File: src/rtl/core/stkc_pkg.sv
`timescale 1ns / 1ps

package stkc_pkg;

    localparam int STACK_DEPTH = 16;
    localparam int DATA_W      = 32;
    localparam int ADDR_W      = $clog2(STACK_DEPTH);
    localparam int CNT_W       = $clog2(STACK_DEPTH + 1);
    localparam int CAP_W       = 5;
    localparam int DEPTH_W     = 5;
    localparam int LIM_W       = (CNT_W > CAP_W) ? CNT_W : CAP_W;

    localparam logic [CAP_W-1:0] CAP_RESET = 5'd16;

    localparam logic [2:0] CMD_PUSH = 3'd0;
    localparam logic [2:0] CMD_ADD  = 3'd1;
    localparam logic [2:0] CMD_SUB  = 3'd2;
    localparam logic [2:0] CMD_MUL  = 3'd3;
    localparam logic [2:0] CMD_POP  = 3'd4;

    localparam logic REG_CAPACITY = 1'b0;

endpackage

File: src/rtl/core/stkc_alu.sv
`timescale 1ns / 1ps

module stkc_alu
(
    input  logic [2:0]                 op,
    input  logic [stkc_pkg::DATA_W-1:0] a,
    input  logic [stkc_pkg::DATA_W-1:0] b,
    output logic [stkc_pkg::DATA_W-1:0] y
);

    always_comb
    begin
        case (op)
            stkc_pkg::CMD_ADD: y = a + b;
            stkc_pkg::CMD_SUB: y = a - b;
            stkc_pkg::CMD_MUL: y = a * b;
            default:           y = '0;
        endcase
    end

endmodule

File: src/rtl/core/stack_calculator.sv
// Accept to done strobe: push passes S_PUSH; pop S_POP_A, S_FIN; add, subtract and
// multiply S_POP_A, S_POP_B, S_LOADB, S_EXEC, S_PUSH; unknown commands S_FIN. busy
// drops as the strobe shows; a new command may start only then. The stack RAM's single
// registered read port and the shared ALU set these steps. The receiver cannot stall.
// Reset (rst_n, async, active low) empties the stack and sets capacity to 16.
`timescale 1ns / 1ps

module stack_calculator
(
    input  logic                                clk,
    input  logic                                rst_n,
    input  logic                                start,
    output logic                                busy,
    input  logic [2:0]                          command,
    input  logic signed [stkc_pkg::DATA_W-1:0]  push_value,
    output logic                                done,
    output logic signed [stkc_pkg::DATA_W-1:0]  result_value,
    output logic [stkc_pkg::DEPTH_W-1:0]        stack_depth,
    output logic                                overflow,
    output logic                                underflow,
    input  logic                                psel,
    input  logic                                penable,
    input  logic                                pwrite,
    input  logic [2:0]                          paddr,
    input  logic [31:0]                         pwdata,
    output logic [31:0]                         prdata,
    output logic                                pready
);

    typedef enum logic [6:0]
    {
        S_IDLE  = 7'b0000001,
        S_POP_A = 7'b0000010,
        S_POP_B = 7'b0000100,
        S_LOADB = 7'b0001000,
        S_EXEC  = 7'b0010000,
        S_PUSH  = 7'b0100000,
        S_FIN   = 7'b1000000
    } state_t;

    localparam int DW = stkc_pkg::DATA_W;

    state_t                          state_reg, state_next;
    logic [stkc_pkg::CNT_W-1:0]      count_reg, count_next;
    logic [stkc_pkg::CAP_W-1:0]      cap_reg;
    logic [2:0]                      cmd_reg, cmd_next;
    logic [DW-1:0]                   a_reg, a_next;
    logic [DW-1:0]                   b_reg, b_next;
    logic [DW-1:0]                   res_reg, res_next;
    logic                            miss_reg, miss_next;
    logic                            under_reg, under_next;
    logic                            done_reg, done_next;
    logic [DW-1:0]                   out_val_reg, out_val_next;
    logic [stkc_pkg::DEPTH_W-1:0]    out_depth_reg, out_depth_next;
    logic                            out_over_reg, out_over_next;
    logic                            out_under_reg, out_under_next;

    logic [DW-1:0]                   mem [stkc_pkg::STACK_DEPTH];
    logic [DW-1:0]                   rd_data_reg;
    logic [stkc_pkg::CNT_W-1:0]      count_dec;
    logic [stkc_pkg::ADDR_W-1:0]     rd_addr;
    logic [stkc_pkg::ADDR_W-1:0]     wr_addr;
    logic                            mem_we;

    logic [stkc_pkg::LIM_W-1:0]      cap_ext;
    logic [stkc_pkg::LIM_W-1:0]      depth_max;
    logic [stkc_pkg::LIM_W-1:0]      limit;
    logic                            full;
    logic [DW-1:0]                   alu_y;
    logic                            cfg_wr;

    // config port
    assign pready = 1'b1;
    assign cfg_wr = psel && penable && pwrite && pready;
    assign prdata = (paddr[2] == stkc_pkg::REG_CAPACITY) ? 32'(cap_reg) : 32'd0;

    always_ff @(posedge clk or negedge rst_n)
    begin
        if (!rst_n)
        begin
            cap_reg <= stkc_pkg::CAP_RESET;
        end
        else if (cfg_wr && (paddr[2] == stkc_pkg::REG_CAPACITY))
        begin
            cap_reg <= pwdata[stkc_pkg::CAP_W-1:0];
        end
    end

    assign cap_ext   = stkc_pkg::LIM_W'(cap_reg);
    assign depth_max = stkc_pkg::LIM_W'(stkc_pkg::STACK_DEPTH);
    assign limit     = (cap_ext > depth_max) ? depth_max : cap_ext;
    assign full      = stkc_pkg::LIM_W'(count_reg) >= limit;

    // stack RAM
    assign count_dec = count_reg - 1'b1;
    assign rd_addr   = count_dec[stkc_pkg::ADDR_W-1:0];
    assign wr_addr   = count_reg[stkc_pkg::ADDR_W-1:0];

    always_ff @(posedge clk)
    begin
        if (mem_we)
        begin
            mem[wr_addr] <= res_reg;
        end
        rd_data_reg <= mem[rd_addr];
    end

    stkc_alu u_alu
    (
        .op (cmd_reg),
        .a  (a_reg),
        .b  (b_reg),
        .y  (alu_y)
    );

    // sequencer
    always_comb
    begin
        state_next     = state_reg;
        count_next     = count_reg;
        cmd_next       = cmd_reg;
        a_next         = a_reg;
        b_next         = b_reg;
        res_next       = res_reg;
        miss_next      = miss_reg;
        under_next     = under_reg;
        done_next      = 1'b0;
        out_val_next   = out_val_reg;
        out_depth_next = out_depth_reg;
        out_over_next  = out_over_reg;
        out_under_next = out_under_reg;
        mem_we         = 1'b0;

        unique case (state_reg)
            S_IDLE:
            begin
                if (start)
                begin
                    cmd_next   = command;
                    res_next   = push_value;
                    under_next = 1'b0;
                    unique case (command) inside
                        stkc_pkg::CMD_PUSH: state_next = S_PUSH;
                        stkc_pkg::CMD_ADD,
                        stkc_pkg::CMD_SUB,
                        stkc_pkg::CMD_MUL,
                        stkc_pkg::CMD_POP:  state_next = S_POP_A;
                        default:            state_next = S_FIN;
                    endcase
                end
            end
            S_POP_A:
            begin
                if (count_reg == '0)
                begin
                    miss_next  = 1'b1;
                    under_next = 1'b1;
                end
                else
                begin
                    miss_next  = 1'b0;
                    count_next = count_dec;
                end
                state_next = (cmd_reg == stkc_pkg::CMD_POP) ? S_FIN : S_POP_B;
            end
            S_POP_B:
            begin
                a_next = miss_reg ? '0 : rd_data_reg;
                if (count_reg == '0)
                begin
                    miss_next  = 1'b1;
                    under_next = 1'b1;
                end
                else
                begin
                    miss_next  = 1'b0;
                    count_next = count_dec;
                end
                state_next = S_LOADB;
            end
            S_LOADB:
            begin
                b_next     = miss_reg ? '0 : rd_data_reg;
                state_next = S_EXEC;
            end
            S_EXEC:
            begin
                res_next   = alu_y;
                state_next = S_PUSH;
            end
            S_PUSH:
            begin
                if (!full)
                begin
                    mem_we     = 1'b1;
                    count_next = count_reg + 1'b1;
                end
                done_next      = 1'b1;
                out_val_next   = res_reg;
                out_depth_next = stkc_pkg::DEPTH_W'(count_next);
                out_over_next  = full;
                out_under_next = under_reg;
                state_next     = S_IDLE;
            end
            S_FIN:
            begin
                done_next      = 1'b1;
                out_val_next   = ((cmd_reg == stkc_pkg::CMD_POP) && !miss_reg) ? rd_data_reg : '0;
                out_depth_next = stkc_pkg::DEPTH_W'(count_reg);
                out_over_next  = 1'b0;
                out_under_next = under_reg;
                state_next     = S_IDLE;
            end
            default:
            begin
                state_next = S_IDLE;
            end
        endcase
    end

    always_ff @(posedge clk or negedge rst_n)
    begin
        if (!rst_n)
        begin
            state_reg <= S_IDLE;
            count_reg <= '0;
            done_reg  <= 1'b0;
            under_reg <= 1'b0;
            miss_reg  <= 1'b0;
        end
        else
        begin
            state_reg <= state_next;
            count_reg <= count_next;
            done_reg  <= done_next;
            under_reg <= under_next;
            miss_reg  <= miss_next;
        end
    end

    always_ff @(posedge clk)
    begin
        cmd_reg       <= cmd_next;
        a_reg         <= a_next;
        b_reg         <= b_next;
        res_reg       <= res_next;
        out_val_reg   <= out_val_next;
        out_depth_reg <= out_depth_next;
        out_over_reg  <= out_over_next;
        out_under_reg <= out_under_next;
    end

    assign busy         = (state_reg != S_IDLE);
    assign done         = done_reg;
    assign result_value = out_val_reg;
    assign stack_depth  = out_depth_reg;
    assign overflow     = out_over_reg;
    assign underflow    = out_under_reg;

    // checks
    a_count_bound: assert property (@(posedge clk) disable iff (!rst_n)
        count_reg <= stkc_pkg::CNT_W'(stkc_pkg::STACK_DEPTH))
        else $error("stack count beyond depth");

    a_accept_busy: assert property (@(posedge clk) disable iff (!rst_n)
        (start && !busy) |=> busy)
        else $error("accepted command did not raise busy");

    a_push_count: assert property (@(posedge clk) disable iff (!rst_n)
        (state_reg == S_PUSH && !full) |=> (count_reg == $past(count_reg) + 1'b1))
        else $error("push did not advance count");

    a_done_single: assert property (@(posedge clk) disable iff (!rst_n)
        done |=> !done)
        else $error("done strobe held longer than one cycle");

endmodule

File: config.mk
export PLATFORM = sky130hd
export DESIGN_NAME = stack_calculator
export DESIGN_NICKNAME = d
export VERILOG_FILES = /design/src/rtl/core/stkc_pkg.sv /design/src/rtl/core/stkc_alu.sv /design/src/rtl/core/stack_calculator.sv
export SDC_FILE = /design/constraint.sdc
export NUM_CORES = 2
export LEC_CHECK = 0
export ABC_AREA = 1
export BUFFER_PORTS_ARGS = -buffer_cell sky130_fd_sc_hd__buf_4
export CAP_MARGIN = 0
export CORE_MARGIN = 2
export CORE_UTILIZATION = 49
export DETAILED_ROUTE_END_ITERATION = 16
export PLACE_DENSITY_LB_ADDON = 0.12
export SETUP_SLACK_MARGIN = 0.5
export SLEW_MARGIN = 10
export SYNTH_ARGS = -nofsm -noshare
export SYNTH_HDL_FRONTEND = slang
export SYNTH_HIERARCHICAL = 1
export SYNTH_SLANG_ARGS = --single-unit
File: constraint.sdc
create_clock -name clk -period 7.3 [get_ports clk]
set_input_delay 2.19 -clock clk [delete_from_list [all_inputs] [get_ports clk]]
set_output_delay 2.19 -clock clk [all_outputs]
set_load 0.05 [all_outputs]
==> results.yml <==
run_status:
  status: "finished clean"
clock_tree:
  cts_tree: "built"
  hold_buffers: 0
  insertion_delay_ps: 630
  cts.path.max_buffers: 3
  cts_buffers: 72
  clkTransAtPathRegs_ps: 60
  root_buffer: "clkbuf_16"
  cts_sinks: 702
  htreeDepth: 3
finish:
  finalCoreUtilization_pct: 57.0
  drive_gt1_share_pct: 14.9
  mostFrequentLayoutCells: "nand2_1, inv_1, edfxtp_1, nor2_1, fa_1"
  top_register: "mem"
  final_common_cell: "nand2_1"
  final_cells: 6437
  area_growth_pct: 14.9
  fin_area_sq_mm: 0.0543
  antennaDiodeCount: 0
  fin_nets: 5766
  largest_reg_flops: 512
logic_synthesis:
  syn_area_sq_mm: 0.0472
  synth-xor-area-share_pct: 1.32
  synth_warnings: 6
  synthCells: 4893
  synth-compound-area-share_pct: 8.69
  yosys.area_share.simple_pct: 14.5
  yosysSeqAreaShare_pct: 43.7
  ys_ff_latch: 702
  syn_avg_cell_area_sq_um: 9.65
  synth-async-reset-ratio_pct: 2.85
  synth_edf_count: 650
  ys.flop_type: "edfxtp_1"
  muxShareOfSynthArea_pct: 0
  synth_top_family_by_area: "adder cells"
  yosys.area_share.adder_pct: 21.7
  ys_types: 62
drt:
  first_iter_violations: 2784
  drcViolationCount: 0
  firstDrtPassIters: 5
  avgRoutedWirePerCell_microns: 21.1
  viasPerCell: 5.35
  num_vias: 34500
  wl_mm: 136
  ant_nets: 0
timing:
  period_needed_ps: 7130
  finalSetupViolCount: 0
  slew_viol_final: 0
  tns_ps: 0
  fin_skew_ps: 38.7
  max_freq_mhz: 140
  setup_ws_ps: 170
  period_share_pct: 97.7
  rsz0062_at_grt: "true"
  hold_violations: 0
  slew_headroom_pct: 22.5
  worstMarginPinSlew_ps: 1160
floorplanning:
  std_cell_rows: 113
  coreArea_sq_mm: 0.0953
  initial_core_util_pct: 49.6
  die_area_sq_mm: 0.0989
  die_h_microns: 314
  die_w_microns: 314
  io_pins: 150
worst_setup_path:
  cp.required_ps: 7640
  path_class: "flip-flop to flip-flop"
  crit_path_start_kind: "flip-flop"
  r2r_cells: 26
  endpoint_kind: "flip-flop"
  arrival_ps: 7470
  cp_max_fo: 12
power_and_ir_drop:
  p_int_mw: 14.7
  p_clk_share_pct: 13.5
  swShare_pct: 45.4
  p_switching_mw: 12.2
  ir_drop_mv: 0.887
  powerDensity_mw_per_mm2: 495
  seqPwrFrac_pct: 19.6
  combPwrFrac_pct: 66.9
  p_leak_nw: 24.8
grt:
  grt-ovfl-total: 0
  grt_antenna_before_repair: 0
  grt_pass1_vias: 34300
  track_usage_pct: 27.7
  grt_max_degree: 102
  grt_pass1_wl_mm: 206
flow_run:
  maxCapViolCount: 0
place:
  io_buffers: 92
  placed_cell_area_sq_mm: 0.0504
  globalplace.congestion: 0.995
  dp_hpwl_mm: 92.2
  place_ws_ps: -3.09
  place_inst: 6238
min_path:
  hold_class: "flip-flop to flip-flop"
  hold_depth: 0
## power groups by stage
stage | clock, mW | sequential, mW | combinational (mW)
floorplan | 0 | 5.19 | 8.72
global placement | 0 | 5.34 | 14.3
detailed placement | 0 | 5.34 | 14.4
CTS | 3.70 | 5.26 | 16.6
global route | 3.85 | 5.30 | 19.5
finish | 3.64 | 5.27 | 18.0
## critical path, cell delays in order (launching register included)
cell	delay (ps)
edfxtp_1	450
buf_12	170
buf_8	140
nand2_1	60
inv_1	60
fa_1	550
fa_1	430
fa_1	530
inv_2	50
fa_1	490
inv_2	40
fa_1	460
fa_1	580
fa_1	480
fa_1	630
ha_4	230
a21oi_2	130
o21ai_0	110
buf_4	160
a21oi_2	130
nand3_2	110
buf_4	150
or2_2	280
nand3_2	100
nand2_1	80
nand2_2	130
nand2_1	110
## synthesized netlist by cell type (30+ instances only)
cell      instances  share of area (%)
o21ai_0         343                3.6
nand2_1        1013                8.1
o22ai_1          37               0.49
o211ai_1         50               0.79
edfxtp_1        650                 41
nor2_1          447                3.6
o221ai_1         52               0.96
buf_4            43               0.68
a21oi_1         102                1.1
clkbuf_1        131                1.0
dfxtp_1          32                1.4
nand3_1         149                1.6
xor2_1           41               0.76
o211ai_2         30               0.79
fa_1            409                 17
buf_2            76               0.81
ha_1            166                4.4
inv_1           881                7.0
## final cells by class
cell class	instances	area [sq um]
Fill cell	8377	41000
Multi-Input combinational cell	3040	22800
Sequential cell	702	20700
Timing Repair Buffer	401	3530
Inverter	898	3390
Clock buffer	101	2060
Tap cell	1265	1580
Clock inverter	30	268
## metrics by stage
stage | power [mW] | hold slack, ps
6_report | 26.9 | 454
5_1_grt | 28.7 | 477
4_1_cts | 25.6 | 454
3_5_place_dp | 19.7 | 446
3_3_place_gp | 19.7 | 437
2_1_floorplan | 13.9 | 425
## per-layer routing
metal  up-vias  track usage (%)  part of all wire, %
met4         0             9.34                  3.3
li1      16000                -                    -
met1     17100             37.6                   42
met2      1093             47.1                   49
met5         -                0                    0
met3       217             2.29                  5.6
## cells by family after synthesis
family / count (synthesis)
buffers and inverters: 1177
AOI/OAI and AO/OA: 673
adders and majority gates: 575
and+or+nand+nor: 1696
other: 2
xor gates and xnor gates: 68
DFF: 702
## what timing repair did
action | CTS | global route
gates cloned | 2 | 2
pin swaps | 85 | 76
resized for setup | 157 | 88
setup endpoints to repair | 17 | 19
buffers inserted | 41 | 23
## worst paths after layout
kind,slack [ps],startpoint,to
setup / recovery,170,b_reg[5]$_DFFE_PP_,res_reg[27]$_DFFE_PP_
hold / removal,450,under_reg$_DFFE_PN0P_,underflow$_DFFE_PP_
setup reg to reg,170,b_reg[5]$_DFFE_PP_,res_reg[27]$_DFFE_PP_
hold reg to reg,450,under_reg$_DFFE_PN0P_,underflow$_DFFE_PP_
max in group asynchronous,5550,rst_n,state_reg[0]$_DFFE_PN1P_
min in group asynchronous,1470,rst_n,cap_ext[1]$_DFFE_PN0P_
No activity file was read; power rests on OpenSTA's default activity.
